## src/hw/rtl/p1305_pkg.sv

```systemverilog
`timescale 1ns / 1ps
`default_nettype none

package p1305_pkg;

    localparam int LIMB_W   = 26;
    localparam int NLIMB    = 5;
    localparam int ACC_W    = LIMB_W * NLIMB;   // 130
    localparam int BLOCK_W  = 128;
    localparam int COUNT_W  = 5;
    localparam int KEY_W    = 64;
    localparam int CFG_IDX_W = 2;

    // configuration register indexes
    localparam logic [CFG_IDX_W-1:0] REG_R_LOW  = 2'd0;
    localparam logic [CFG_IDX_W-1:0] REG_R_HIGH = 2'd1;
    localparam logic [CFG_IDX_W-1:0] REG_S_LOW  = 2'd2;
    localparam logic [CFG_IDX_W-1:0] REG_S_HIGH = 2'd3;

    localparam logic [LIMB_W-1:0] LIMB_MASK = 26'h3ffffff;
    localparam logic [LIMB_W-1:0] CLAMP_1   = 26'h3ffff03;
    localparam logic [LIMB_W-1:0] CLAMP_2   = 26'h3ffc0ff;
    localparam logic [LIMB_W-1:0] CLAMP_3   = 26'h3f03fff;
    localparam logic [LIMB_W-1:0] CLAMP_4   = 26'h00fffff;

    typedef logic [NLIMB-1:0][LIMB_W-1:0] limbs_t;

    // one classified word on its way from front to back
    typedef struct packed {
        logic [ACC_W-1:0] msg;      // padded block, 130 bits
        logic             absorb;   // block carries at least one byte
        logic             last;     // emit the tag after this word
    } entry_t;

    // split r into limbs and clamp
    function automatic limbs_t clamp_r(input logic [BLOCK_W-1:0] r);
        limbs_t l;
        l[0] = r[25:0]   & LIMB_MASK;
        l[1] = r[51:26]  & CLAMP_1;
        l[2] = r[77:52]  & CLAMP_2;
        l[3] = r[103:78] & CLAMP_3;
        l[4] = {2'b00, r[127:104]} & CLAMP_4;
        return l;
    endfunction

endpackage

`default_nettype wire

```

## src/hw/rtl/p1305_tag.sv

```systemverilog
`timescale 1ns / 1ps
`default_nettype none

// Final reduction and pad addition, three registered stages.
module p1305_tag (
    input  wire logic                        clk,
    input  wire logic                        rst_n,
    input  wire logic [p1305_pkg::BLOCK_W-1:0] s,
    input  wire logic                        in_valid,
    output logic                             in_ready,
    input  wire logic [p1305_pkg::ACC_W-1:0] in_h,
    output logic                             out_valid,
    input  wire logic                        out_ready,
    output logic [p1305_pkg::BLOCK_W-1:0]    out_tag
);

    logic [p1305_pkg::ACC_W-1:0]   h_reg;
    logic [p1305_pkg::BLOCK_W-1:0] red_reg, tag_reg;
    logic                          v1_reg, v2_reg, v3_reg;
    logic                          rdy2, rdy3;
    logic [p1305_pkg::ACC_W:0]     g;

    assign rdy3      = !v3_reg || out_ready;
    assign rdy2      = !v2_reg || rdy3;
    assign in_ready  = !v1_reg || rdy2;
    assign out_valid = v3_reg;
    assign out_tag   = tag_reg;

    // subtract p once when h + 5 reaches 2^130
    assign g = {1'b0, h_reg} + (p1305_pkg::ACC_W + 1)'(5);

    always_ff @(posedge clk)
    begin
        if (in_valid && in_ready)
        begin
            h_reg <= in_h;
        end
        if (v1_reg && rdy2)
        begin
            red_reg <= g[p1305_pkg::ACC_W] ? g[p1305_pkg::BLOCK_W-1:0]
                                           : h_reg[p1305_pkg::BLOCK_W-1:0];
        end
        if (v2_reg && rdy3)
        begin
            tag_reg <= red_reg + s;
        end
    end

    always_ff @(posedge clk or negedge rst_n)
    begin
        if (!rst_n)
        begin
            v1_reg <= 1'b0;
            v2_reg <= 1'b0;
            v3_reg <= 1'b0;
        end
        else
        begin
            if (in_ready)
            begin
                v1_reg <= in_valid;
            end
            if (rdy2)
            begin
                v2_reg <= v1_reg;
            end
            if (rdy3)
            begin
                v3_reg <= v2_reg;
            end
        end
    end

endmodule

`default_nettype wire

```

## config.mk

```make
export PLATFORM = sky130hd
export DESIGN_NAME = p1305_tag
export DESIGN_NICKNAME = d
export VERILOG_FILES = /design/src/hw/rtl/p1305_pkg.sv /design/src/hw/rtl/p1305_tag.sv
export SDC_FILE = /design/constraint.sdc
export NUM_CORES = 1
export LEC_CHECK = 0
export ABC_AREA = 0
export BUFFER_PORTS_ARGS = -buffer_cell sky130_fd_sc_hd__buf_2
export CAP_MARGIN = 0
export CORE_MARGIN = 2
export CORE_UTILIZATION = 60
export DETAILED_ROUTE_END_ITERATION = 8
export PLACE_DENSITY = 0.85
export SYNTH_ARGS = -nofsm -noshare
export SYNTH_HDL_FRONTEND = slang
export SYNTH_SLANG_ARGS = --single-unit
```

## constraint.sdc

```tcl
create_clock -name clk -period 9.4 [get_ports clk]
set_clock_uncertainty 0.1 [all_clocks]
set_input_delay 0 -clock clk [delete_from_list [all_inputs] [get_ports clk]]
set_output_delay 0 -clock clk [all_outputs]
set_load 0.005 [all_outputs]
```

## Yosys cells after proc, flatten, opt, wreduce, memory -nomap -nowiden

Cells that the tools add are included.

- Register bits after elaboration: 389
- Output and inout bits: 130
- Input port bits: 262
- Logic and storage cells: 18

- Add/subtract/negate cells: 2
- Mux-type cells: 1
- Reductions and logical operators: 9

Operator list:

| cell | count |
|---|---|
| adder 130 x 3 -> 131 bit (second input constant) | 1 |
| adder 128 bit | 1 |
| 2-to-1 mux 128 bit | 1 |
| logical AND 1 bit | 3 |
| zero test 1 bit | 3 |
| logical OR 1 bit | 3 |

## Logic depth before layout (Yosys ltp)

- Depth after elaboration: 5
- Depth in mapped cells: 13
- Depth with buffers taken out: 13

## Worst setup path after synthesis

OpenSTA, ideal clock, no wires.

- Path kind: register -> register
- Start point: register v3_reg (netlist: out_valid)
- End point: register h_reg[0] (netlist bit) (enable)
- Data arrival time: 3.671 ns
- Setup time: 0.505 ns
- Cell stages (with the launch flop): 4
- Period minus slack after synthesis: 4.277 ns
- Path buffers: 0
- Setup slack: 5.123 ns
- Data required time: 8.795 ns
- Cells stage by stage: dfrtp_1 nor2b_1 nand3_1 and2_1

- Word-level cells in the longest chain between the ends: 5

Ends and longest elaborated chain:

| element | RTL line | RTL |
|---|---|---|
| start: declaration | p1305_tag.sv:19 | `logic v1_reg, v2_reg, v3_reg;` |
| start signal: assignment | p1305_tag.sv:69 | `v3_reg <= v2_reg;` |
| zero test 1 bit | p1305_tag.sv:23 | `assign rdy3 = !v3_reg \|\| out_ready;` |
| logical OR 1 bit | p1305_tag.sv:23 |  |
| logical OR 1 bit | p1305_tag.sv:24 | `assign rdy2 = !v2_reg \|\| rdy3;` |
| logical OR 1 bit | p1305_tag.sv:25 | `assign in_ready = !v1_reg \|\| rdy2;` |
| net in_ready | p1305_tag.sv:10 | `output logic in_ready,` |
| logical AND 1 bit | p1305_tag.sv:34 | `if (in_valid && in_ready)` |
| end signal: assignment | p1305_tag.sv:36 | `h_reg <= in_h;` |
| end: declaration | p1305_tag.sv:17 | `logic [p1305_pkg::ACC_W-1:0] h_reg;` |

The timed path passes the listed nets, and every way through them passes these cells.
A chain may end at the register's enable or synchronous reset.

## Worst setup path after layout

- Start point: register red_reg[9] (netlist bit)
- End point: register tag_reg, in the netlist out_tag[125] (data pin)

- Word-level cells in the longest chain between the ends: 1

Ends and longest elaborated chain:

| element | RTL line | RTL |
|---|---|---|
| start: declaration | p1305_tag.sv:18 | `logic [p1305_pkg::BLOCK_W-1:0] red_reg, tag_reg;` |
| start signal: assignment | p1305_tag.sv:40 | `red_reg <= g[p1305_pkg::ACC_W] ? g[p1305_pkg::BLOCK_W-1:0]` |
| adder 128 bit | p1305_tag.sv:45 | `tag_reg <= red_reg + s;` |
| end signal: assignment | p1305_tag.sv:45 |  |
| end: declaration | p1305_tag.sv:18 |  |

Every way passes these cells.

==> impl_metrics.env <==
export IMPL_avgRoutedWirePerCell_um=26.4
export IMPL_start_kind="register"
export IMPL_largest_reg_flops=130
export IMPL_drive_gt1_share_pct=19.8
export IMPL_initial_core_util_pct=60.9
export IMPL_ys_types=88
export IMPL_cts_clk_slew_worst_paths_ps=60
export IMPL_grt_first_pass_wirelength_mm=118
export IMPL_cp_data_arrival_time_ps=4930
export IMPL_ys_seq_area_share_pct=53.8
export IMPL_drc=0
export IMPL_grt_antenna_before_repair=4
export IMPL_totalWireLength_mm=79.1
export IMPL_dr_pass1_iters=9
export IMPL_p_leak_nw=11.0
export IMPL_io_buffers=391
export IMPL_drtAntennaViolNets=0
export IMPL_num_nets_final=2896
export IMPL_period_needed_ps=4700
export IMPL_post_synth_cell_area_avg_um2=11.3
export IMPL_syn_area_mm2=0.0217
export IMPL_whs_ps=-7.43
export IMPL_violations="hold timing"
export IMPL_fmax_ghz=0.213
export IMPL_root_buffer="clkbuf_16"
export IMPL_drv_slew=0
export IMPL_maxCapViolCount=0
export IMPL_slew_headroom_pct=14.4
export IMPL_grt_usage_pct=41.3
export IMPL_status="complete, but fails checks"
export IMPL_placed_cells=2684
export IMPL_critPathKind="register to register"
export IMPL_cts_sinks=389
export IMPL_min_delay_path_class="primary input to register"
export IMPL_clock_path_buffers=3
export IMPL_peakVddDrop_v=0.000221
export IMPL_path_max_fanout=8
export IMPL_row_count=69
export IMPL_area_delta_synth_final_pct=27.2
export IMPL_power_total_mw=5.25
export IMPL_final_cells=2999
export IMPL_ys_seq_elements=389
export IMPL_final_setup_worst_slack_ps=4700
export IMPL_syn_instance_count=1914
export IMPL_grt_pass1_vias=19700
export IMPL_synth_nets=2305
export IMPL_cts_made_buffers=41
export IMPL_required_ps=9630
export IMPL_synth_edf_count=386
export IMPL_drt_initial_drc_count=2497
export IMPL_hold_viol_final=1
export IMPL_place_congestion=0.974
export IMPL_rsz0062_at_grt="false"
export IMPL_end_kind="register"
export IMPL_p_per_area_mw_per_mm2=191
export IMPL_die_w_um=194
export IMPL_fin_crit_sh_pct=50.0
export IMPL_cts_resized=0
export IMPL_num_io_pins=392
export IMPL_grt_max_degree=94
export IMPL_dpl_hpwl_mm=54.0
export IMPL_htreeDepth=2
export IMPL_fin_tns_setup_ps=0
export IMPL_fillCellCount=2142
export IMPL_setup_viol=0
export IMPL_cts_tree="done"
export IMPL_synth_ff_type="edfxtp_1"
export IMPL_worst_pin_slew_ps=1280
export IMPL_via_per_inst=6.51
export IMPL_fp_dieH_um=194
export IMPL_die_area_mm2=0.0377
export IMPL_place_ws_ps=5430
export IMPL_core_area_mm2=0.0356
export IMPL_grt_overflow_total=0
export IMPL_vias=19500
export IMPL_clkLatencyLatePin_ps=580
export IMPL_yosys_warnings=0
export IMPL_async_reset_ff_share_pct=0.771
==> synthesized netlist by cell type (all sizes together) (53+ instances only) <==
cell type / count / share of area (%)
nand2: 141 / 2.4
xnor2: 73 / 2.9
and2: 75 / 2.2
ha: 128 / 7.4
xor2: 53 / 2.1
nand4: 90 / 2.7
edfxtp: 386 / 53
a21o: 77 / 2.7
nor2b: 78 / 2.3
a21oi: 184 / 4.3
o21ai: 107 / 2.5
nor2: 103 / 1.8
clkbuf: 62 / 1.1
==> metal layers <==
| layer | wire length [um] | global-route usage [%] |
|---|---|---|
| met3 | 8330 | 8.94 |
| met1 | 28000 | 49.6 |
| met4 | 6140 | 27.4 |
| met2 | 36700 | 67.2 |
| met5 | 0 | 0 |
==> worst max-delay path, stage by stage, from the launching register on <==
cell,delay [ps]
edfxtp_1,380
ha_1,430
and3_2,320
and4_1,220
o21a_1,100
nor2_1,280
nand2_1,180
a21oi_1,550
o2111ai_2,320
a31oi_2,420
o21ai_2,200
a221oi_2,300
xnor2_1,90
dlygate4sd3_1,550
==> logic make-up (layout without fill, tap and decap cells) <==
kind of cell | Yosys count | after routing | synth area share (%)
muxes | 2 | 2 | 0.0981
and+or+nand+nor | 615 | 615 | 15.0
other | 0 | 3 | 0
AOI/OAI and AO/OA | 535 | 535 | 16.2
buffers and inverters | 118 | 739 | 2.27
adders and majority gates | 129 | 129 | 7.48
DFF | 389 | 389 | 53.8
xor gates and xnor gates | 126 | 126 | 5.09
==> layout make-up <==
class	count	area (um2)	area share [%]
Timing Repair Buffer	635	4390	15.9
Multi-Input combinational cell	1407	9530	34.6
Antenna cell	3	7.51	0.0272
Inverter	31	116	0.422
Clock inverter	19	168	0.608
Clock buffer	54	1120	4.05
Tap cell	461	577	2.09
Sequential cell	389	11700	42.3
==> power breakdown <==
group,internal [mW],switching (mW),total [mW]
logic,0.527,0.812,1.34
clock network,0.918,0.708,1.63
registers,2.19,0.0973,2.29
total,3.64,1.62,5.25
==> final timing paths <==
path,startpoint,end,slack [ps],depth (start not counted)
max,red_reg[9]$_DFFE_PP_,out_tag[125]$_DFFE_PP_,4700,13
min,s[30],out_tag[30]$_DFFE_PP_,-7,3
max reg2reg,red_reg[9]$_DFFE_PP_,out_tag[125]$_DFFE_PP_,4700,13
min reg2reg,h_reg[78]$_DFFE_PP_,red_reg[78]$_DFFE_PP_,450,1
max in group asynchronous,rst_n,v2_reg$_DFFE_PN0P_,8800,3
min in group asynchronous,rst_n,out_valid$_DFFE_PN0P_,240,3
==> metrics by stage <==
stage	cell area [um2]	hold slack (ps)	utilization [%]
after floorplan	21700	-396	-
after global placement	23900	-304	67.1
after detailed placement	23900	-303	67.1
after CTS	27500	1.28	77.4
after global routing	27600	29.2	77.5
final	27600	-7.43	77.5
==> cells in the final DEF (no fill, tap or decap), drive strengths merged, types with 28 or more instances in the layout <==
cell and count:
a21o 77, nand4 90, o21bai 28, ha 128, xor2 53, buf 396
clkbuf 54, a21oi 184, o21ai 107, and2 75, dlygate4sd3 239, nand2 141
nor2 103, edfxtp 386, xnor2 73, nor3 33, inv 32, nor2b 78
==> timing repair <==
item / CTS / global route
buffers inserted: 0 / 0
hold buffers: 237 / 2
endpoints found under the hold margin: 270 / 2
Note: power is estimated with default switching activity, not from simulation.
