$ cat src/hw/rtl/p1305_pkg.sv
`timescale 1ns / 1ps
`default_nettype none

package p1305_pkg;

    localparam int LIMB_W   = 26;
    localparam int NLIMB    = 5;
    localparam int ACC_W    = LIMB_W * NLIMB;   // 130
    localparam int BLOCK_W  = 128;
    localparam int COUNT_W  = 5;
    localparam int KEY_W    = 64;
    localparam int CFG_IDX_W = 2;

    // configuration register indexes
    localparam logic [CFG_IDX_W-1:0] REG_R_LOW  = 2'd0;
    localparam logic [CFG_IDX_W-1:0] REG_R_HIGH = 2'd1;
    localparam logic [CFG_IDX_W-1:0] REG_S_LOW  = 2'd2;
    localparam logic [CFG_IDX_W-1:0] REG_S_HIGH = 2'd3;

    localparam logic [LIMB_W-1:0] LIMB_MASK = 26'h3ffffff;
    localparam logic [LIMB_W-1:0] CLAMP_1   = 26'h3ffff03;
    localparam logic [LIMB_W-1:0] CLAMP_2   = 26'h3ffc0ff;
    localparam logic [LIMB_W-1:0] CLAMP_3   = 26'h3f03fff;
    localparam logic [LIMB_W-1:0] CLAMP_4   = 26'h00fffff;

    typedef logic [NLIMB-1:0][LIMB_W-1:0] limbs_t;

    // one classified word on its way from front to back
    typedef struct packed {
        logic [ACC_W-1:0] msg;      // padded block, 130 bits
        logic             absorb;   // block carries at least one byte
        logic             last;     // emit the tag after this word
    } entry_t;

    // split r into limbs and clamp
    function automatic limbs_t clamp_r(input logic [BLOCK_W-1:0] r);
        limbs_t l;
        l[0] = r[25:0]   & LIMB_MASK;
        l[1] = r[51:26]  & CLAMP_1;
        l[2] = r[77:52]  & CLAMP_2;
        l[3] = r[103:78] & CLAMP_3;
        l[4] = {2'b00, r[127:104]} & CLAMP_4;
        return l;
    endfunction

endpackage

`default_nettype wire

$ cat src/hw/rtl/p1305_front.sv
`timescale 1ns / 1ps
`default_nettype none

// Classify an incoming word and pad its block.
module p1305_front (
    input  wire logic [p1305_pkg::BLOCK_W-1:0] block,
    input  wire logic [p1305_pkg::COUNT_W-1:0] byte_count,
    input  wire logic                          last,
    output p1305_pkg::entry_t                  entry
);

    logic [p1305_pkg::BLOCK_W-1:0] masked;
    logic                          full;

    always_comb
    begin
        full = (byte_count >= p1305_pkg::COUNT_W'(16));
        masked = '0;
        for (int i = 0; i < 16; i++)
        begin
            if (full || (p1305_pkg::COUNT_W'(i) < byte_count))
            begin
                masked[8*i +: 8] = block[8*i +: 8];
            end
            else if (p1305_pkg::COUNT_W'(i) == byte_count)
            begin
                masked[8*i] = 1'b1;
            end
        end
        entry.msg    = {1'b0, full, masked};
        entry.absorb = (byte_count != '0);
        entry.last   = last;
    end

endmodule

`default_nettype wire

$ cat config.mk
export PLATFORM = sky130hd
export DESIGN_NAME = p1305_front
export DESIGN_NICKNAME = d
export VERILOG_FILES = /design/src/hw/rtl/p1305_pkg.sv /design/src/hw/rtl/p1305_front.sv
export SDC_FILE = /design/constraint.sdc
export NUM_CORES = 1
export LEC_CHECK = 0
export BUFFER_PORTS_ARGS = -buffer_cell sky130_fd_sc_hd__buf_4
export CORE_AREA = 4 4 103 105
export DETAILED_ROUTE_END_ITERATION = 12
export DIE_AREA = 0 0 107 109
export SLEW_MARGIN = 5
export SYNTH_ARGS = -nofsm -noshare
export SYNTH_HDL_FRONTEND = slang
export SYNTH_SLANG_ARGS = --single-unit
$ cat constraint.sdc
create_clock -name vclk -period 1.5
set_input_delay 0.15 -clock vclk [all_inputs]
set_output_delay 0.15 -clock vclk [all_outputs]
set_load 0.03 [all_outputs]
After elaboration in Yosys (flattened, before gate mapping)
Cells that the tools add are included.
{"block": "totals", "in_bits": 134, "out_inout_bits": 132, "register_bits": 0, "wordCells": 98}
{"block": "classes", "muxes": 48, "n_eq_ne": 15, "reduce_logical": 18, "magnitude_cmp": 17}
{"op": "two-way mux 7 bit", "n": 16}
{"op": "equality test 4 x 5 -> 1 bit (first input constant)", "n": 8}
{"op": "less-than comparator 4 x 5 -> 1 bit (first input constant)", "n": 8}
{"op": "two-way mux 1 bit", "n": 32}
{"op": "equality test 3 x 5 -> 1 bit (first input constant)", "n": 4}
{"op": "less-than comparator 3 x 5 -> 1 bit (first input constant)", "n": 4}
{"op": "logical OR 1 bit", "n": 16}
{"op": "equality test 2 x 5 -> 1 bit (first input constant)", "n": 2}
{"op": "less-than comparator 1 x 5 -> 1 bit (first input constant)", "n": 2}
{"op": "less-than comparator 2 x 5 -> 1 bit (first input constant)", "n": 2}
{"op": "equality test 1 x 5 -> 1 bit (first input constant)", "n": 1}
{"op": ">= comparator 5 bit (second input constant)", "n": 1}
{"op": "zero test 5 bit", "n": 1}
{"op": "nonzero test 5 bit", "n": 1}

Depth between registers and ports, before layout
Gate-level depths: netlist of run 1.
{"block": "logic_depth", "ltp_word": 3, "ltp_mapped": 5, "ltp_nobuf": 3}

Least setup slack after synthesis of run 1
No wires, ideal clock.
{"block": "synth_timing", "kind": "input -> output", "start": "in byte_count[2] (netlist name)", "end": "out entry[42] (netlist name)", "stages": 4, "arrival_ns": 1.422, "required_time_ns": 1.350, "n_path_buf": 2, "slack_ns": -0.072, "cell_sequence": "buf_2 -> buf_2 -> nand2_1 -> o32ai_1"}
{"item": "from (decl)", "line_no": "p1305_front.sv:7", "text": "input wire logic [p1305_pkg::COUNT_W-1:0] byte_count,"}
{"item": "to (decl)", "line_no": "p1305_front.sv:9", "text": "output p1305_pkg::entry_t entry"}

==> flow_metrics.env, run 1 <==
export IMPL_grt_max_degree=15
export IMPL_dpl_instance_area_um2=3411
export IMPL_grt_pass1_vias=2351
export IMPL_synth_yosys_warnings=0
export IMPL_min_to="entry[0]"
export IMPL_grt_overflow=0
export IMPL_pwr_share_clk_pct=0
export IMPL_whs_ns=0.3007
export IMPL_fmax_mhz=713.9
export IMPL_status="finished clean"
export IMPL_cp_arrival_ns=1.25
export IMPL_via_per_inst=3.852
export IMPL_ys_types=33
export IMPL_wl_mm=8.138
export IMPL_start_util_pct=12.23
export IMPL_min_period_ns=1.401
export IMPL_hold_viol_final=0
export IMPL_critical_path_class="in2out"
export IMPL_critPathMaxStageDelay_ns=0.38
export IMPL_ys_seq_area_share_pct=0
export IMPL_final_cell_count_no_fill=595
export IMPL_gp_congestion=0.7555
export IMPL_p_int_uw=655.2
export IMPL_syn_area_um2=1179
export IMPL_core_um2=9639
export IMPL_crit_chain="buf_4 > or3_1 > a21oi_2 > nor2b_1 > buf_4"
export IMPL_hold_depth=0
export IMPL_drv_cap=0
export IMPL_drtPass1Iterations=4
export IMPL_diodes=0
export IMPL_vias=2292
export IMPL_syn_nets=326
export IMPL_vdd_drop_max_uv=187.4
export IMPL_cp_max_fo=7
export IMPL_die_area_um2=11660
export IMPL_end_kind="output port"
export IMPL_synth_top_cells_by_area="nor2b_1 48%, and2_1 12%, a21oi_1 3.8%"
export IMPL_final_area_um2=3430
export IMPL_grt_pass1_wl_mm=11.69
export IMPL_port_buffers=263
export IMPL_path_common_cell="buf_4"
export IMPL_ios=266
export IMPL_synthTopCellsByCount="90 x nor2b_1, 22 x and2_1, 12 x nor2_1, 9 x a21oi_1"
export IMPL_swShare_pct=54.67
export IMPL_die_y_um=109
export IMPL_power_leakage_nw=1.824
export IMPL_powerDensity_nw_per_um2=421.5
export IMPL_hpwl_mm=7.436
export IMPL_antenna_found_initial=0
export IMPL_power_frac_comb_pct=100.0
export IMPL_hold_start="last"
export IMPL_design_seq_count=0
export IMPL_drive_above_1_share_pct=64.29
export IMPL_die_w_um=107
export IMPL_drc=0
export IMPL_regArea_um2=0
export IMPL_worstHoldPathType="in2out"
export IMPL_synthCells=192
export IMPL_rows=36
export IMPL_seqPwrFrac_pct=0
export IMPL_syn_to_final_growth_pct=191.0
export IMPL_cts_setup_buffers=0
export IMPL_critPathLaunchType="input pin"
export IMPL_yosys_area_top_type="nor2b_1"
export IMPL_startpoint="byte_count[0]"
export IMPL_n_fill_cell=1052
export IMPL_grt_usage_pct=12.17
export IMPL_syn_mean_instance_area_um2=6.139
export IMPL_cp_slowest_cell="or3_1"
export IMPL_yosysTopAreaCellShare_pct=47.77
export IMPL_cp_data_required_time_ns=1.35
export IMPL_synth_most_common_cell="nor2b_1"
export IMPL_rsz0062_at_grt="false"
export IMPL_routedWlPerCell_um=13.68
export IMPL_clock_buffer_count=0
export IMPL_p_switching_uw=790.2
export IMPL_setup_viol=0
export IMPL_timing_final_crit_share_pct=93.39
export IMPL_drt_iter0_drc=97
export IMPL_drv_slew=0
export IMPL_postRouteAntennaNets=0
export IMPL_fin_nets=598
export IMPL_dp_cells=595
## layout make-up
type                            instances  area, µm²  area share, %
Timing Repair Buffer                  284       2132          62.17
Multi-Input combinational cell        175       1120          32.65
Tap cell                              133      166.4          4.852
Inverter                                3      11.26         0.3283
## per-stage QoR
stage	util [%]	TNS, ns	power, mW	setup slack [ns]
2_1_floorplan	-	0	0.7508	0.009965
3_5_place_dp	35.38	-0.007782	1.456	-0.004006
4_1_cts	35.46	0	1.462	0.03209
3_3_place_gp	35.38	-0.002369	1.449	-0.002369
6_report	35.58	0	1.445	0.09920
5_1_grt	35.58	0	1.537	0.03584
## logic make-up after synthesis
logic type | count (synthesis) | share of synthesized area, %
muxes | 2 | 1.911
other | 1 | 0.3182
and+or+nand+nor | 147 | 76.22
AOI/OAI and AO/OA | 25 | 14.33
buffers and inverters | 17 | 7.219
## how the worst max path moves through the flow
stage / end / slack, ns / cells past startpoint
after floorplan: entry[122] / 0.01 / 4
after global placement: entry[77] / -0.002 / 6
after detailed placement: entry[77] / -0.004 / 6
after CTS: entry[77] / 0.03 / 6
after global routing: entry[2] / 0.04 / 6
final: entry[71] / 0.1 / 5
## power groups by stage
| stage | sequential, mW | combinational, mW | clock (mW) |
|---|---|---|---|
| 2_1_floorplan | 0 | 0.751 | 0 |
| 3_3_place_gp | 0 | 1.45 | 0 |
| 3_5_place_dp | 0 | 1.46 | 0 |
| 4_1_cts | 0 | 1.46 | 0 |
| 5_1_grt | 0 | 1.54 | 0 |
| 6_report | 0 | 1.45 | 0 |
## timing repair
action | in CTS | in global routing
hold buffers | 0 | 0
endpoints found under the setup margin | 4 | 8
gates resized for setup | 2 | 2
## placed cells by master (no fill, tap or decap)
cell,Yosys,final
nor3_1,1,1
o2111ai_1,1,1
conb_1,1,1
nand2_1,8,8
nor3b_1,1,1
mux2_2,1,1
nor2_1,12,12
a31oi_4,0,1
a21oi_2,2,4
nor2_4,1,1
o32ai_2,0,1
nor3_2,2,2
a22o_1,3,3
nand3_1,2,2
a21oi_1,9,7
nor2b_1,90,90
or3_1,1,1
and2b_1,1,1
inv_1,3,3
a21o_1,2,2
o21ai_1,0,1
o31ai_1,1,1
nor4_4,1,1
a31oi_1,2,2
buf_4,3,284
mux2_1,1,1
or2_4,1,2
or2_1,2,2
o21ai_0,3,2
nand2b_1,1,1
and2_1,22,22
## per-layer routing
metal / vias to the layer above / track usage, % / routed length (µm)
li1: 1148 / - / -
met3: 2 / 2.842 / 944
met4: 0 / 0.4566 / 29
met1: 983 / 13.89 / 2990
met5: - / 0 / 0
met2: 159 / 24.06 / 4172
## worst max-delay path, delay by kind of cell
kind / cells / cell delay, ns
buffers and inverters: 2 / 0.31
AOI/OAI and AO/OA: 1 / 0.31
and+or+nand+nor: 2 / 0.47
Note: power is estimated with default switching activity, not from simulation.
==> run 2: changes to the inputs <==
--- a/config.mk
+++ b/config.mk
@@ -9,6 +9,7 @@
 export CORE_AREA = 4 4 103 105
 export DETAILED_ROUTE_END_ITERATION = 12
 export DIE_AREA = 0 0 107 109
+export REMOVE_ABC_BUFFERS = 1
 export SLEW_MARGIN = 5
 export SYNTH_ARGS = -nofsm -noshare
 export SYNTH_HDL_FRONTEND = slang
==> run 2 against run 1 <==
Final area up 0.15%. Combinational power about the same. Maximum frequency down 0.97%. Global-route usage about the same. First-iteration DRC count down 21%. Setup slack worse by 0.014 ns. Critical path depth unchanged. Critical endpoint is now entry[10]. Sequential share of layout area unchanged.
==> flow_metrics.env, run 2 (synthesis gave the netlist of run 1 again) <==
export IMPL_status="finished clean"
export IMPL_die_w_um=107
export IMPL_wl_mm=8.120
export IMPL_clock_buffer_count=0
export IMPL_rows=36
export IMPL_syn_to_final_growth_pct=191.4
export IMPL_path_common_cell="buf_4"
export IMPL_final_common_cell="buf_4"
export IMPL_tns_ns=0
export IMPL_fmax_mhz=706.9
export IMPL_powerDensity_nw_per_um2=421.0
export IMPL_power_leakage_nw=1.830
export IMPL_worstHoldPathType="in2out"
export IMPL_layout_common_cells="284 x buf_4, 90 x nor2b_1, 21 x and2_1"
export IMPL_cp_slowest_cell="or2_2"
export IMPL_grt_usage_pct=12.12
export IMPL_hpwl_mm=7.188
export IMPL_cp_data_required_time_ns=1.35
export IMPL_crit_chain="buf_4 > or2_2 > nor2_4 > mux2_1 > buf_4"
export IMPL_regArea_um2=0
export IMPL_critPathMaxStageDelay_ns=0.37
export IMPL_antenna_found_initial=0
export IMPL_drv_cap=0
export IMPL_cts_setup_buffers=0
export IMPL_cts_resized=0
export IMPL_min_period_ns=1.415
export IMPL_timing_final_crit_share_pct=94.30
export IMPL_dpl_instance_area_um2=3411
export IMPL_diodes=0
export IMPL_rsz0062_at_grt="false"
export IMPL_port_buffers=263
export IMPL_drt_iter0_drc=77
export IMPL_crit_buf_inv=2
export IMPL_multi_input_area_um2=1114
export IMPL_drive_above_1_share_pct=64.58
export IMPL_setup_viol=0
export IMPL_die_y_um=109
export IMPL_start_util_pct=12.23
export IMPL_place_ws_ns=0.004785
export IMPL_grt_max_degree=19
export IMPL_grt_overflow=0
export IMPL_cp_arrival_ns=1.26
export IMPL_via_per_inst=3.879
export IMPL_drc=0
export IMPL_drv_slew=0
export IMPL_gp_congestion=0.7507
export IMPL_routedWlPerCell_um=13.62
export IMPL_n_fill_cell=1043
export IMPL_hold_buffers=0
export IMPL_vdd_drop_max_uv=137.5
export IMPL_final_area_um2=3435
export IMPL_fin_nets=599
export IMPL_end_kind="output port"
export IMPL_vias=2312
export IMPL_ios=266
export IMPL_path_delay_family="simple AND/OR/NAND/NOR gates"
export IMPL_core_um2=9639
export IMPL_setup_ws_ns=0.08544
export IMPL_cp_max_fo=4
export IMPL_design_seq_count=0
export IMPL_grt_pass1_vias=2385
export IMPL_drtPass1Iterations=4
export IMPL_die_area_um2=11660
export IMPL_grt_pass1_wl_mm=11.65
export IMPL_critPathLaunchType="input pin"
export IMPL_critical_path_class="in2out"
export IMPL_postRouteAntennaNets=0
export IMPL_hold_viol_final=0
run 2: cell types whose count changed in the layout (fill, tap and decap cells not counted), sizes merged:
| cell | before | now |
|---|---|---|
| buf | 284 | 285 |
run 2: report_power, final:
| group | internal, mW | switching (mW) |
|---|---|---|
| sequential | 0 | 0 |
| combinational | 0.658 | 0.788 |
| clock | 0 | 0 |
run 2: stage by stage:
| stage | instances | hold WS [ns] | total power, mW | util, % |
|---|---|---|---|---|
| after floorplan | 178 | 0.3000 | 0.7047 | - |
| after global placement | 596 | 0.3002 | 1.446 | 35.38 |
| after detailed placement | 596 | 0.3002 | 1.454 | 35.38 |
| after CTS | 596 | 0.3002 | 1.458 | 35.38 |
| after global routing | 596 | 0.3002 | 1.538 | 35.63 |
| final | 596 | 0.3001 | 1.446 | 35.63 |
run 2: layout make-up:
type,count,area share (%)
timing repair buffer,285,62.40
tap,133,4.845
multi-input combinational,175,32.42
inverter,3,0.3279
run 2: worst paths after layout:
check | to | slack, ns | from | cells past startpoint
min | entry[0] | 0.30 | last | 0
max | entry[10] | 0.09 | byte_count[1] | 5
run 2: layer usage:
layer / global-route usage (%) / up-vias / wire, µm / share of wire (%)
li1: - / 1147 / - / -
met1: 14.14 / 1012 / 3050 / 38
met2: 23.83 / 153 / 4137 / 51
met3: 2.783 / 0 / 932 / 11
met4: 0 / 0 / 0 / 0
met5: 0 / - / 0 / 0
==> run 3: changes to the inputs <==
--- a/config.mk
+++ b/config.mk
@@ -10,6 +10,7 @@
 export DETAILED_ROUTE_END_ITERATION = 12
 export DIE_AREA = 0 0 107 109
 export REMOVE_ABC_BUFFERS = 1
+export SETUP_SLACK_MARGIN = 0.2
 export SLEW_MARGIN = 5
 export SYNTH_ARGS = -nofsm -noshare
 export SYNTH_HDL_FRONTEND = slang
==> run 3 against run 2 <==
Combinational power increased by 12%. Via count increased by 5.4%. Critical path depth increased by 2. Critical endpoint is now entry[2].
==> flow_metrics.env, run 3 (synthesis gave the netlist of run 1 again) <==
export IMPL_fin_nets=616
export IMPL_end_kind="output port"
export IMPL_min_period_ns=1.407
export IMPL_status="finished clean"
export IMPL_vdd_drop_max_uv=151.0
export IMPL_drc=0
export IMPL_hold_buffers=0
export IMPL_critical_path_class="in2out"
export IMPL_drtPass1Iterations=4
export IMPL_tns_ns=0
export IMPL_wl_mm=8.766
export IMPL_port_buffers=263
export IMPL_rsz0062_at_grt="true"
export IMPL_powerDensity_nw_per_um2=409.4
export IMPL_timing_final_crit_share_pct=93.80
export IMPL_utilization_pct=41.12
export IMPL_critPathLaunchType="input pin"
export IMPL_grt_overflow=0
export IMPL_fmax_mhz=710.7
export IMPL_drive_above_1_share_pct=72.71
export IMPL_die_area_um2=11660
export IMPL_grt_pass1_wl_mm=12.26
export IMPL_total_power_mw=1.623
export IMPL_vias=2438
export IMPL_hpwl_mm=7.188
export IMPL_core_um2=9639
export IMPL_worstHoldPathType="in2out"
export IMPL_drt_iter0_drc=52
export IMPL_dp_cells=596
export IMPL_grt_max_degree=19
export IMPL_clock_buffer_count=0
export IMPL_die_y_um=109
export IMPL_grt_usage_pct=12.83
export IMPL_ios=266
export IMPL_syn_to_final_growth_pct=236.3
export IMPL_setup_viol=0
export IMPL_cp_max_fo=5
export IMPL_layout_common_cells="254 x buf_4, 79 x nor2b_1, 38 x buf_6"
export IMPL_setup_ws_ns=0.09297
export IMPL_regArea_um2=0
export IMPL_drv_slew=0
export IMPL_diodes=0
export IMPL_gp_congestion=0.7507
export IMPL_cp_arrival_ns=1.26
export IMPL_design_seq_count=0
export IMPL_start_util_pct=12.23
export IMPL_final_cell_count_no_fill=613
export IMPL_routedWlPerCell_um=14.30
export IMPL_postRouteAntennaNets=0
export IMPL_rows=36
export IMPL_place_ws_ns=0.004785
export IMPL_cp_data_required_time_ns=1.35
export IMPL_final_common_cell="buf_4"
export IMPL_power_leakage_nw=2.063
export IMPL_via_per_inst=3.977
export IMPL_drv_cap=0
export IMPL_grt_pass1_vias=2477
export IMPL_antenna_found_initial=0
export IMPL_hold_viol_final=0
export IMPL_die_w_um=107
## run 3: cell count changes in the layout (fill, tap and decap cells not counted), sizes merged
cell	change
buf	+16
or2	+1
## run 3: cell type report
type	instances	area [µm²]
fill	1002	5675
timing repair buffer	301	2470
multi-input combinational	176	1316
tap	133	166.4
inverter	3	11.26
## run 3: what timing repair did
action,in CTS,in global routing
gates resized for setup,50,59
gates cloned,3,0
setup buffers,9,5
setup endpoints to repair,88,91
pin swaps,9,15
## run 3: metrics by stage
| stage | instance area, µm² | hold slack (ns) |
|---|---|---|
| floorplan | 1105 | 0.3000 |
| global placement | 3411 | 0.3002 |
| detailed placement | 3411 | 0.3002 |
| CTS | 3686 | 0.3002 |
| global route | 3964 | 0.3002 |
| finish | 3964 | 0.3000 |
## run 3: where the power goes
| group | switching [mW] | internal [mW] | total (mW) |
|---|---|---|---|
| logic | 0.842 | 0.780 | 1.62 |
| registers | 0 | 0 | 0 |
| clock network | 0 | 0 | 0 |
## run 3: per-layer routing
metal	wire length (µm)	vias to the layer above	track usage, %
li1	-	1188	-
met1	3248	1093	15.33
met2	4564	153	24.60
met3	908	4	2.901
met4	44	0	0.4566
met5	0	-	0
## run 3: worst paths after layout
kind,to,depth (start not counted),start,slack [ns]
worst min-delay path,entry[0],0,last,0.30
worst max-delay path,entry[2],7,byte_count[1],0.09
## run 3: worst max-delay path, cell delays in order
cell	delay (ns)
buf_6	0.09
buf_6	0.12
or2_4	0.25
nor4_4	0.20
buf_6	0.18
or2_1	0.13
buf_6	0.14
