[src/hw/rtl/p1305_pkg.sv]
`timescale 1ns / 1ps
`default_nettype none

package p1305_pkg;

    localparam int LIMB_W   = 26;
    localparam int NLIMB    = 5;
    localparam int ACC_W    = LIMB_W * NLIMB;   // 130
    localparam int BLOCK_W  = 128;
    localparam int COUNT_W  = 5;
    localparam int KEY_W    = 64;
    localparam int CFG_IDX_W = 2;

    // configuration register indexes
    localparam logic [CFG_IDX_W-1:0] REG_R_LOW  = 2'd0;
    localparam logic [CFG_IDX_W-1:0] REG_R_HIGH = 2'd1;
    localparam logic [CFG_IDX_W-1:0] REG_S_LOW  = 2'd2;
    localparam logic [CFG_IDX_W-1:0] REG_S_HIGH = 2'd3;

    localparam logic [LIMB_W-1:0] LIMB_MASK = 26'h3ffffff;
    localparam logic [LIMB_W-1:0] CLAMP_1   = 26'h3ffff03;
    localparam logic [LIMB_W-1:0] CLAMP_2   = 26'h3ffc0ff;
    localparam logic [LIMB_W-1:0] CLAMP_3   = 26'h3f03fff;
    localparam logic [LIMB_W-1:0] CLAMP_4   = 26'h00fffff;

    typedef logic [NLIMB-1:0][LIMB_W-1:0] limbs_t;

    // one classified word on its way from front to back
    typedef struct packed {
        logic [ACC_W-1:0] msg;      // padded block, 130 bits
        logic             absorb;   // block carries at least one byte
        logic             last;     // emit the tag after this word
    } entry_t;

    // split r into limbs and clamp
    function automatic limbs_t clamp_r(input logic [BLOCK_W-1:0] r);
        limbs_t l;
        l[0] = r[25:0]   & LIMB_MASK;
        l[1] = r[51:26]  & CLAMP_1;
        l[2] = r[77:52]  & CLAMP_2;
        l[3] = r[103:78] & CLAMP_3;
        l[4] = {2'b00, r[127:104]} & CLAMP_4;
        return l;
    endfunction

endpackage

`default_nettype wire

[src/hw/rtl/p1305_queue.sv]
`timescale 1ns / 1ps
`default_nettype none

// Short queue between front and back.
module p1305_queue #(
    parameter int DEPTH = 2
) (
    input  wire logic              clk,
    input  wire logic              rst_n,
    input  wire logic              wr_valid,
    output logic                   wr_ready,
    input  wire p1305_pkg::entry_t wr_data,
    output logic                   rd_valid,
    input  wire logic              rd_ready,
    output p1305_pkg::entry_t      rd_data
);

    localparam int PTR_W = (DEPTH > 1) ? $clog2(DEPTH) : 1;
    localparam int CNT_W = $clog2(DEPTH + 1);

    p1305_pkg::entry_t mem [DEPTH];
    logic [PTR_W-1:0]  wr_ptr_reg, rd_ptr_reg;
    logic [CNT_W-1:0]  count_reg;
    logic              push, pop;

    assign wr_ready = (count_reg != CNT_W'(DEPTH));
    assign rd_valid = (count_reg != '0);
    assign rd_data  = mem[rd_ptr_reg];
    assign push     = wr_valid && wr_ready;
    assign pop      = rd_valid && rd_ready;

    always_ff @(posedge clk)
    begin
        if (push)
        begin
            mem[wr_ptr_reg] <= wr_data;
        end
    end

    always_ff @(posedge clk or negedge rst_n)
    begin
        if (!rst_n)
        begin
            wr_ptr_reg <= '0;
            rd_ptr_reg <= '0;
            count_reg  <= '0;
        end
        else
        begin
            if (push)
            begin
                wr_ptr_reg <= (wr_ptr_reg == PTR_W'(DEPTH - 1)) ? '0 : wr_ptr_reg + 1'b1;
            end
            if (pop)
            begin
                rd_ptr_reg <= (rd_ptr_reg == PTR_W'(DEPTH - 1)) ? '0 : rd_ptr_reg + 1'b1;
            end
            if (push && !pop)
            begin
                count_reg <= count_reg + 1'b1;
            end
            else if (pop && !push)
            begin
                count_reg <= count_reg - 1'b1;
            end
        end
    end

endmodule

`default_nettype wire

[config.mk]
export PLATFORM = sky130hd
export DESIGN_NAME = p1305_queue
export DESIGN_NICKNAME = d
export VERILOG_FILES = /design/src/hw/rtl/p1305_pkg.sv /design/src/hw/rtl/p1305_queue.sv
export SDC_FILE = /design/constraint.sdc
export NUM_CORES = 1
export LEC_CHECK = 0
export ABC_AREA = 1
export BUFFER_PORTS_ARGS = -buffer_cell sky130_fd_sc_hd__buf_2
export CAP_MARGIN = 40
export CORE_MARGIN = 3
export CORE_UTILIZATION = 52
export CTS_CLUSTER_SIZE = 8
export DETAILED_ROUTE_END_ITERATION = 10
export PLACE_DENSITY = 0.77
export REMOVE_ABC_BUFFERS = 1
export SLEW_MARGIN = 40
export SYNTH_ARGS = -nofsm -noshare
export SYNTH_HDL_FRONTEND = slang
export SYNTH_SLANG_ARGS = --single-unit
export TNS_END_PERCENT = 5
[constraint.sdc]
create_clock -name clk -period 8.6 [get_ports clk]
set_clock_uncertainty 0.1 [all_clocks]
set_input_delay 0 -clock clk [delete_from_list [all_inputs] [get_ports clk]]
set_output_delay 0 -clock clk [all_outputs]
set_load 0.01 [all_outputs]
[Yosys cells after proc, flatten, opt, wreduce, memory -nomap -nowiden]
Memory sizes are Yosys's and may differ from the RTL's.
Index checks and enable logic that the tools add are counted.
Cells by class
  add/sub/neg operators: 4
  equal/unequal tests: 1
  muxes and demuxes: 6
  reduce and logical (&&, ||, !) cells: 8
Operators with widths (number)
  $logic_and A1 B1 Y1: 4
  $mux W1: 4
  $mux W2: 2
  $reduce_bool A2 Y1: 2
  $add A1 B1 Y1 const B: 2
  $add A2 B1 Y2 const B: 1
  $logic_not A1 Y1: 2
  $ne A2 B2 Y1 const B: 1
  $sub A2 B1 Y2 const B: 1
Word-level totals
  flip-flop bits (word level): 4
  memory bits (writable): 264
  input bits: 136
  output and inout bits: 134
  logic and storage cells: 23
  memories: 1
Memory list
  mem: words 2, bits a word 132, read ports 1, clocked after Yosys merged registers in 0, wr ports 1, RTL line p1305_queue.sv:21  | p1305_pkg::entry_t mem [DEPTH];

[Logic depth before layout (Yosys ltp)]
Gate-level depths: netlist (run 1).
  word-level depth: 6
  depth in mapped cells: 10
  mapped depth without buffers: 10

[Worst setup path before layout (run 1)]
No wires, ideal clock.
  path type: register -> register
  from: reg count_reg[0]
  to: mem mem[0][0] (netlist bit), enable pin
  library setup time: 0.625 ns
  data arrival time: 6.157 ns
  required time: 7.875 ns
  slack: 1.718 ns
  cell stages (with the launch flop): 5
  path buffers: 0
  period minus slack after synthesis: 6.882 ns
  cell sequence: dfrtp_1 inv_1 nand2_1 nand2_1 nor2_1
On the way
  word-level cells in the longest chain between the ends: 4
RTL lines
  from (decl): RTL line p1305_queue.sv:23  | logic [CNT_W-1:0] count_reg;
  from (signal assigned): RTL line p1305_queue.sv:60  | count_reg <= count_reg + 1'b1;
  from (signal assigned): RTL line p1305_queue.sv:64  | count_reg <= count_reg - 1'b1;
  $ne A2 B2 Y1: RTL line p1305_queue.sv:26  | assign wr_ready = (count_reg != CNT_W'(DEPTH));
  via wr_ready: RTL line p1305_queue.sv:11  | output logic wr_ready,
  $logic_and A1 B1 Y1: RTL line p1305_queue.sv:29  | assign push = wr_valid && wr_ready;
  $mux W1: RTL line p1305_queue.sv:34  | if (push)
  $mux W1 (not written as such): RTL line p1305_queue.sv:36  | mem[wr_ptr_reg] <= wr_data;
  to (decl): RTL line p1305_queue.sv:21
The timed path passes the listed nets, and every way through them passes these cells.

[Final worst setup path (run 1)]
  from: reg count_reg[0]
  to: mem mem[1][4] (netlist bit), enable pin
On the way
  word-level cells in the longest chain between the ends: 4
RTL lines (RTL line)
  $ne A2 B2 Y1: p1305_queue.sv:26
  $logic_and A1 B1 Y1: p1305_queue.sv:29
  $mux W1: p1305_queue.sv:34
  $mux W1 (not written as such): p1305_queue.sv:36
No other way between the ends.

==> flow_summary.toml, run 1 <==
[power_and_ir_drop]
p_leak_uw = 0.00596
vdd_drop_max_uv = 269
p_per_area_nw_per_um2 = 336

[layout]
syn2layout_area_growth_pct = 40.1
drive_above_1_share_pct = 27.9
final_area_um2 = 13800
nNetsFinal = 1278
largest_reg_flops = 264

[timing]
worst_slew_pin_slew_ns = 0.803
relSlewSlack_pct = 46.5
fmax_mhz = 295
hold_viol_final = 0
post-route-min-period_ns = 3.38
drv_slew = 0
rsz0062_at_grt = "no"
fin_tns_setup_ns = 0
finalSetupViolCount = 0
fin_crit_sh_pct = 39.4
final.setup.worst_slack_ns = 5.22
hold_ws_ns = 0.112

[synth]
synth.distinct_cells = 14
netlist_top_cells_area = "edfxtp_1, nand2_1, buf_6"
seq_area_frac_synth_pct = 81.6
synth_largest_area_cell = "edfxtp_1"
synth_area_um2 = 9840
yosys_warnings = 0
avgSynthCellArea_um2 = 13.7
yosysTopAreaCellShare_pct = 80.6
ys_ff_latch = 268
syn_inst = 718

[floorplanning]
die_w_um = 144
die_area_um2 = 20600
ios = 270
core-area_um2 = 18300
initial_core_util_pct = 53.9
rows = 49
fp.dieH_um = 144

[min_path]
hold_path.class = "in -> reg"

[global_route]
grt_pass1_vias = 7006
grt_pass1_wl_um = 36200
antenna_found_initial = 2
grt_max_degree = 73
grt.overflow.total = 0
grt_use_total_pct = 23.0

[clock_tree]
path_clk_slew_ns = 0.05
htree_levels = 2
cts_tree = "yes"
cts_made_buffers = 39
clk_latency_ns = 0.50
cts_buffer_depth = 3
cts.sinks = 268
clock-root-buffer = "clkbuf_16"

[worst_setup_path]
timing.rr.start = "count_reg[0]"
endpoint_kind = "flip-flop"
regToRegSetupSlack_ns = 5.22
rr_endpoint = "mem[1][4]"
start_kind = "flip-flop"
critPathRequiredTime_ns = 8.62
setup.worst_path.end = "mem[1][4]"
critPathArrivalTime_ns = 3.40
setup.worst_path.start = "count_reg[0]"
reg2reg_depth = 6
crit_fanout = 58
path_class = "reg -> reg"

[placed_design]
gp_congestion = 0.754
place_worst_setup_slack_ns = 5.27
post-dp-hpwl_um = 13100
placed_cell_area_um2 = 11300
numPortBuffers = 269

[drt]
totalWireLength_um = 24200
detail_route.first_pass.iterations = 5
routedWlPerCell_um = 17.5
drtIter0Drc = 413
ant_nets = 0
dr_total_vias = 6913
drc = 0
routed_via_density = 5.01

[run_status]
status = "complete, no violations"

[run]
drv_cap = 0
==> layout by cell type, fill, tap and decap left out <==
cell type and instances:
nand4_1 1, inv_4 1, edfxtp_1 264, buf_2 269
nand2_1 406, xnor2_1 1, nor2_4 2, clkbuf_1 7
bufinv_16 1, xor2_1 1, diode_2 3, inv_1 6
buf_4 6, clkbuf_16 41, dfrtp_4 1, dfrtp_1 3
dlygate4sd3_1 136, ha_1 1, nand3_1 2
==> power breakdown <==
part	switching, uW	internal [uW]	total, uW
clock	495	871	1370
sequential	122	1790	1910
combinational	897	450	1350
==> repair_timing <==
item,4_1_cts,5_1_grt
gates resized for setup,0,0
hold endpoints to repair,271,0
hold buffers,136,0
buffers inserted,0,0
==> critical path, stage by stage (launching register included) <==
cell	delay (ns)
dfrtp_1	0.39
inv_1	0.11
nand2_1	0.10
nand2_1	0.19
nor2_4	0.60
buf_4	0.74
buf_4	0.73
==> synthesized netlist by cell type (all sizes together) <==
master,number
edfxtp,264
inv,7
dfrtp,4
nand3,2
nor2,2
nand4,1
xnor2,1
ha,1
xor2,1
nand2,406
buf,29
==> layer usage <==
layer	routed length [um]	global-route usage, %	vias to the layer above	share of wire (%)
met5	0	0	-	0
met4	894	9.56	0	3.7
met3	1760	4.89	69	7.3
met2	12500	40.3	316	52
met1	9030	27.8	3264	37
li1	-	-	3264	-
==> cells by family (layout without fill, tap and decap cells) <==
| group | count (synthesis) | after routing | share of synthesized area [%] |
|---|---|---|---|
| and+or+nand+nor | 411 | 411 | 15.7 |
| other | 0 | 3 | 0 |
| DFF | 268 | 268 | 81.6 |
| buffers and inverters | 36 | 467 | 2.39 |
| xor gates and xnor gates | 2 | 2 | 0.178 |
| adders and majority gates | 1 | 1 | 0.127 |
==> stage by stage <==
stage               utilization [%]  std cells  power [uW]
finish                         75.4       1381        4630
global route                   75.4       1380        4870
CTS                            75.4       1378        4640
detailed placement             62.0       1193        3230
global placement               62.0       1193        3190
floorplan                         -        689        2700
==> worst min path at each step <==
stage / cells past startpoint / from / slack, ns / endpoint
floorplan: 0 / rst_n / -0.40 / count_reg[0]
global placement: 1 / rst_n / -0.29 / wr_ptr_reg
detailed placement: 1 / rst_n / -0.29 / wr_ptr_reg
CTS: 2 / wr_data[5] / 0.10 / mem[1][5]
global route: 2 / wr_data[26] / 0.11 / mem[1][26]
finish: 2 / wr_data[31] / 0.11 / mem[0][31]
==> final cells by class <==
cell class / instances / area, um^2
sequential: 268 / 8030
fill: 1076 / 4490
timing repair buffer: 411 / 2750
multi-input combinational: 414 / 1590
clock buffer: 48 / 1050
tap: 229 / 287
clock inverter: 1 / 30.0
inverter: 7 / 28.8
antenna: 3 / 7.51
No activity file was read; power rests on OpenSTA's default activity.
==> run 2: changes to the inputs <==
--- a/config.mk
+++ b/config.mk
@@ -5,7 +5,7 @@
 export SDC_FILE = /design/constraint.sdc
 export NUM_CORES = 1
 export LEC_CHECK = 0
-export ABC_AREA = 1
+export ABC_AREA = 0
 export BUFFER_PORTS_ARGS = -buffer_cell sky130_fd_sc_hd__buf_2
 export CAP_MARGIN = 40
 export CORE_MARGIN = 3
==> constraint.sdc (replaced) <==
create_clock -name clk -period 3.5 [get_ports clk]
set_clock_uncertainty 0.1 [all_clocks]
set_input_delay 0 -clock clk [delete_from_list [all_inputs] [get_ports clk]]
set_output_delay 0 -clock clk [all_outputs]
set_load 0.01 [all_outputs]
==> run 2 against run 1 <==
Against the previous run: flip-flop and latch count stayed put; global-route usage is 2.9 points lower; final cell count is 17% lower; die area is 1.6% higher; critical endpoint is now rd_data[130]; largest power group unchanged.
==> flow_summary.toml, run 2 <==
[power_and_ir_drop]
p_seq_share_pct = 41.0
p_total_uw = 11400
swShare_pct = 27.9
switchingPower_uw = 3190
vdd_drop_max_uv = 672
clock_power_share_pct = 29.5
p_leak_uw = 0.00557
power_frac_comb_pct = 29.5
intPower_uw = 8230
p_per_area_nw_per_um2 = 809

[clock_tree]
path_clk_slew_ns = 0.05
hold_buffers = 136
clock-root-buffer = "clkbuf_16"
clk_latency_ns = 0.50
cts_tree = "yes"
cts_made_buffers = 39
htree_levels = 2
postCtsSetupBuffers = 0
cts_resized = 0
cts_buffer_depth = 3
cts.sinks = 268

[drt]
ant_nets = 0
routed_via_density = 4.98
routedWlPerCell_um = 19.1
totalWireLength_um = 21900
detail_route.first_pass.iterations = 4
dr_total_vias = 5694
drtIter0Drc = 223
drc = 0

[worst_setup_path]
rr_endpoint = "mem[0][73]"
setup.worst_path.start = "rd_ptr_reg"
critPathArrivalTime_ns = 2.42
cp_cell_sequence = "buf_4 > mux2_2 > buf_2"
regToRegSetupSlack_ns = 1.49
max_stage_delay_ns = 0.78
critPathRequiredTime_ns = 3.40
reg2reg_depth = 4
start_kind = "flip-flop"
endpoint_kind = "output port"
path_class = "reg -> out"
crit_fanout = 34
slowest_stage = "dfrtp_4"
timing.rr.start = "count_reg[0]"

[timing]
post-route-min-period_ns = 2.52
worst_slew_pin_slew_ns = 0.737
finalSetupViolCount = 0
rsz0062_at_grt = "no"
fin_crit_sh_pct = 72.0
hold_viol_final = 0
drv_slew = 0
relSlewSlack_pct = 50.8
hold_ws_ns = 0.129
fmax_mhz = 397

[synth]
async_flop_share_pct = 1.49
yosys-top-cells-count = "edfxtp_1, mux2_4, mux2_2"
yosys_warnings = 0
synth.distinct_cells = 15
avgSynthCellArea_um2 = 23.3
synth_largest_area_cell = "edfxtp_1"
seq_area_frac_synth_pct = 80.3
netlist_top_cells_area = "edfxtp_1, mux2_4, mux2_2"
synth_ff_type = "edfxtp_1"
ys_ff_latch = 268
synth.most_common_cell = "edfxtp_1"
yosysTopAreaCellShare_pct = 79.3
syn_inst = 429
synth_edf_count = 264
synth_area_um2 = 10000

[floorplanning]
fp.dieH_um = 145
initial_core_util_pct = 53.1
core-area_um2 = 18800
ios = 270
die_area_um2 = 20900
die_w_um = 145
rows = 50

[layout]
layout_commonest_cell = "buf_2"
multiInputGateArea_um2 = 1850
syn2layout_area_growth_pct = 41.1
largest_reg_flops = 264
drive_above_1_share_pct = 51.4
n_fill_cell = 1051
final_cell_mix = "buf_2, edfxtp_1, dlygate4sd3_1"
nNetsFinal = 1004
regArea_um2 = 8030

[min_path]
hold_path.class = "in -> reg"
worstHoldEndpoint = "mem[0][32]"
worst_hold_path.num_cells = 2
hp-start = "wr_data[32]"

[global_route]
grt_max_degree = 77
grt_use_total_pct = 20.1
grt.overflow.total = 0
antenna_found_initial = 0
grt_pass1_vias = 6267
grt_pass1_wl_um = 32200

[placed_design]
post-dp-hpwl_um = 12400
gp_congestion = 0.744
numPortBuffers = 269

[run]
drv_cap = 0

[run_status]
status = "complete, no violations"
==> run 2: through the flow <==
| step | area (um^2) | TNS, ns | std cells | worst slack [ns] | utilization (%) |
|---|---|---|---|---|---|
| after floorplan | 9870 | -696.93 | 414 | -3.41 | - |
| after global placement | 11600 | 0 | 950 | 1.56 | 61.8 |
| after detailed placement | 11600 | 0 | 950 | 1.52 | 61.8 |
| after CTS | 14100 | 0 | 1143 | 0.985 | 74.9 |
| after global routing | 14100 | 0 | 1143 | 0.892 | 74.9 |
| final | 14100 | 0 | 1144 | 0.981 | 74.9 |
==> run 2: final cells by class <==
type | count | share of cell area, %
tap | 260 | 2.31
multi-input combinational | 145 | 13.1
inverter | 1 | 0.0266
sequential | 268 | 56.9
antenna | 1 | 0.0177
clock buffer | 56 | 7.67
clock inverter | 1 | 0.213
timing repair buffer | 412 | 19.7
==> run 2: power by group through the flow <==
stage | Clock (uW) | Sequential, uW | Combinational [uW]
floorplan | 0 | 4950 | 2050
global placement | 0 | 4680 | 3160
detailed placement | 0 | 4730 | 3220
CTS | 3440 | 4680 | 3360
global route | 3600 | 4750 | 3590
finish | 3370 | 4680 | 3370
==> run 2: worst max path at each step <==
stage,to,cells past startpoint
after floorplan,mem[0][0],3
after global placement,rd_data[113],3
after detailed placement,rd_data[130],3
after CTS,rd_data[130],3
after global routing,rd_data[130],3
final,rd_data[130],3
==> run 2: metal layers <==
layer  routed length (um)  track usage (%)
met4                  802             8.59
met3                 1360             4.93
met2                11700             36.0
met1                 8040             22.9
met5                    0                0
==> run 2: cells by family after synthesis <==
group	after synthesis	share of synthesized area (%)
buf+inv	16	1.35
mux	132	17.5
fa+ha+maj	1	0.125
xor+xnor	5	0.438
flops	268	80.3
simple gates	7	0.338
==> run 2: critical path: cells and delay by family, from the launching register on <==
family | cells | cell delay [ns]
flops | 1 | 0.78
mux | 1 | 0.41
buf+inv | 2 | 0.69
==> run 3: changes to the inputs <==
==> constraint.sdc (replaced) <==
create_clock -name clk -period 2.61 [get_ports clk]
set_clock_uncertainty 0.1 [all_clocks]
set_input_delay 0 -clock clk [delete_from_list [all_inputs] [get_ports clk]]
set_output_delay 0 -clock clk [all_outputs]
set_load 0.01 [all_outputs]
==> run 3 against run 2 <==
Against the previous run: worst setup slack got worse by 0.69 ns; hold slack got worse by 0.0029 ns; final cell count is 0.35% lower; non-clock buffer count increased by 1; critical path type unchanged; critical path depth did not move; register-to-register slack got worse by 0.77 ns.
==> flow_summary.toml, run 3 (synthesis gave the netlist of run 2 again) <==
[timing]
worst_slew_pin_slew_ns = 0.582
rsz0062_at_grt = "no"
drv_slew = 0
fin_tns_setup_ns = 0
relSlewSlack_pct = 61.2
fin_crit_sh_pct = 88.9
finalSetupViolCount = 0
hold_viol_final = 0
post-route-min-period_ns = 2.32
fmax_mhz = 431

[worst_setup_path]
cp_cell_sequence = "buf_12 > mux2_2 > buf_2"
crit_buf_inv = 2
start_kind = "flip-flop"
endpoint_kind = "output port"
crit_fanout = 48
cpLargestDelayFamily = "flip-flops"
max_stage_delay_ns = 0.75
critPathArrivalTime_ns = 2.22
path_class = "reg -> out"
slowest_stage = "dfrtp_4"
critPathRequiredTime_ns = 2.51

[clock_tree]
clk_latency_ns = 0.50
clock-root-buffer = "clkbuf_16"
cts.sinks = 268
htree_levels = 2
cts_resized = 0
path_clk_slew_ns = 0.05
cts_made_buffers = 39
cts_buffer_depth = 3
cts_tree = "yes"

[floorplanning]
ios = 270
rows = 50
fp.dieH_um = 145
core-area_um2 = 18800
initial_core_util_pct = 53.1
die_w_um = 145
die_area_um2 = 20900

[global_route]
grt.overflow.total = 0
grt_pass1_wl_um = 31800
grt_use_total_pct = 20.0
grt_max_degree = 103
antenna_found_initial = 1
grt_pass1_vias = 6229

[layout]
final_cell_mix = "buf_2, edfxtp_1, dlygate4sd3_1"
nNetsFinal = 1005
regArea_um2 = 8030
largest_reg_flops = 264
layout_commonest_cell = "buf_2"
drive_above_1_share_pct = 51.9
multiInputGateArea_um2 = 1850
n_fill_cell = 1043
final_area_um2 = 14100
syn2layout_area_growth_pct = 41.1

[placed_design]
placed_cell_area_um2 = 11700
post-dp-hpwl_um = 12400
gp_congestion = 0.735
numPortBuffers = 269

[drt]
totalWireLength_um = 21400
drtIter0Drc = 241
dr_total_vias = 5622
ant_nets = 0
routed_via_density = 4.93
detail_route.first_pass.iterations = 4
drc = 0
routedWlPerCell_um = 18.8

[min_path]
hold_path.class = "in -> reg"

[power_and_ir_drop]
vdd_drop_max_uv = 799
p_per_area_nw_per_um2 = 1080
p_leak_uw = 0.00557

[run_status]
status = "complete, no violations"

[run]
drv_cap = 0
## run 3: changes by cell type in the layout (fill, tap and decap cells not counted)
cell,delta
clkbuf_1,-7
buf_12,+3
diode_2,+1
clkbuf_16,-2
buf_4,-2
inv_6,+3
## run 3: power breakdown
group	internal [uW]	leakage, uW	switching, uW
clock	2770	0.000518	1610
sequential	5900	0.00250	349
combinational	2270	0.00255	2290
total	10900	0.00557	4250
## run 3: worst paths after layout
check	slack (ns)	cells after the start	endpoint	from
worst max-delay path	0.29	3	rd_data[102]	rd_ptr_reg
worst min-delay path	0.13	2	mem[1][67]	wr_data[67]
worst max register to register	0.72	4	mem[0][46]	count_reg[0]
worst min register to register	0.40	1	count_reg[1]	count_reg[1]
max in group asynchronous	1.92	3	rd_ptr_reg	rst_n
min in group asynchronous	0.31	3	rd_ptr_reg	rst_n
## run 3: metrics by stage
step | hold WS [ns] | std cells | total power (uW) | util (%) | worst slack [ns]
3_3_place_gp | -0.293 | 951 | 10600 | 62.0 | 0.815
5_1_grt | 0.114 | 1139 | 15900 | 74.9 | 0.217
4_1_cts | 0.0950 | 1138 | 15300 | 74.9 | 0.281
6_report | 0.126 | 1140 | 15200 | 74.9 | 0.290
3_5_place_dp | -0.290 | 951 | 10700 | 62.0 | 0.734
2_1_floorplan | -0.396 | 414 | 8710 | - | -4.30
## run 3: timing repair
| item | CTS | global route |
|---|---|---|
| buffers inserted | 0 | 0 |
| hold buffers | 136 | 0 |
| endpoints found under the hold margin | 274 | 0 |
## run 3: routing by layer
metal	global-route usage, %	up-vias	part of all wire, %
met4	8.15	0	3.4
li1	-	2577	-
met1	22.4	2748	36
met5	0	-	0
met3	5.09	63	6.0
met2	36.3	234	54
## run 3: area by class of cell
class | instances | area share (%)
sequential | 268 | 56.9
tap | 260 | 2.31
clock buffer | 47 | 7.13
timing repair buffer | 413 | 20.1
clock inverter | 4 | 0.399
antenna | 2 | 0.0355
multi-input combinational | 145 | 13.1
inverter | 1 | 0.0266
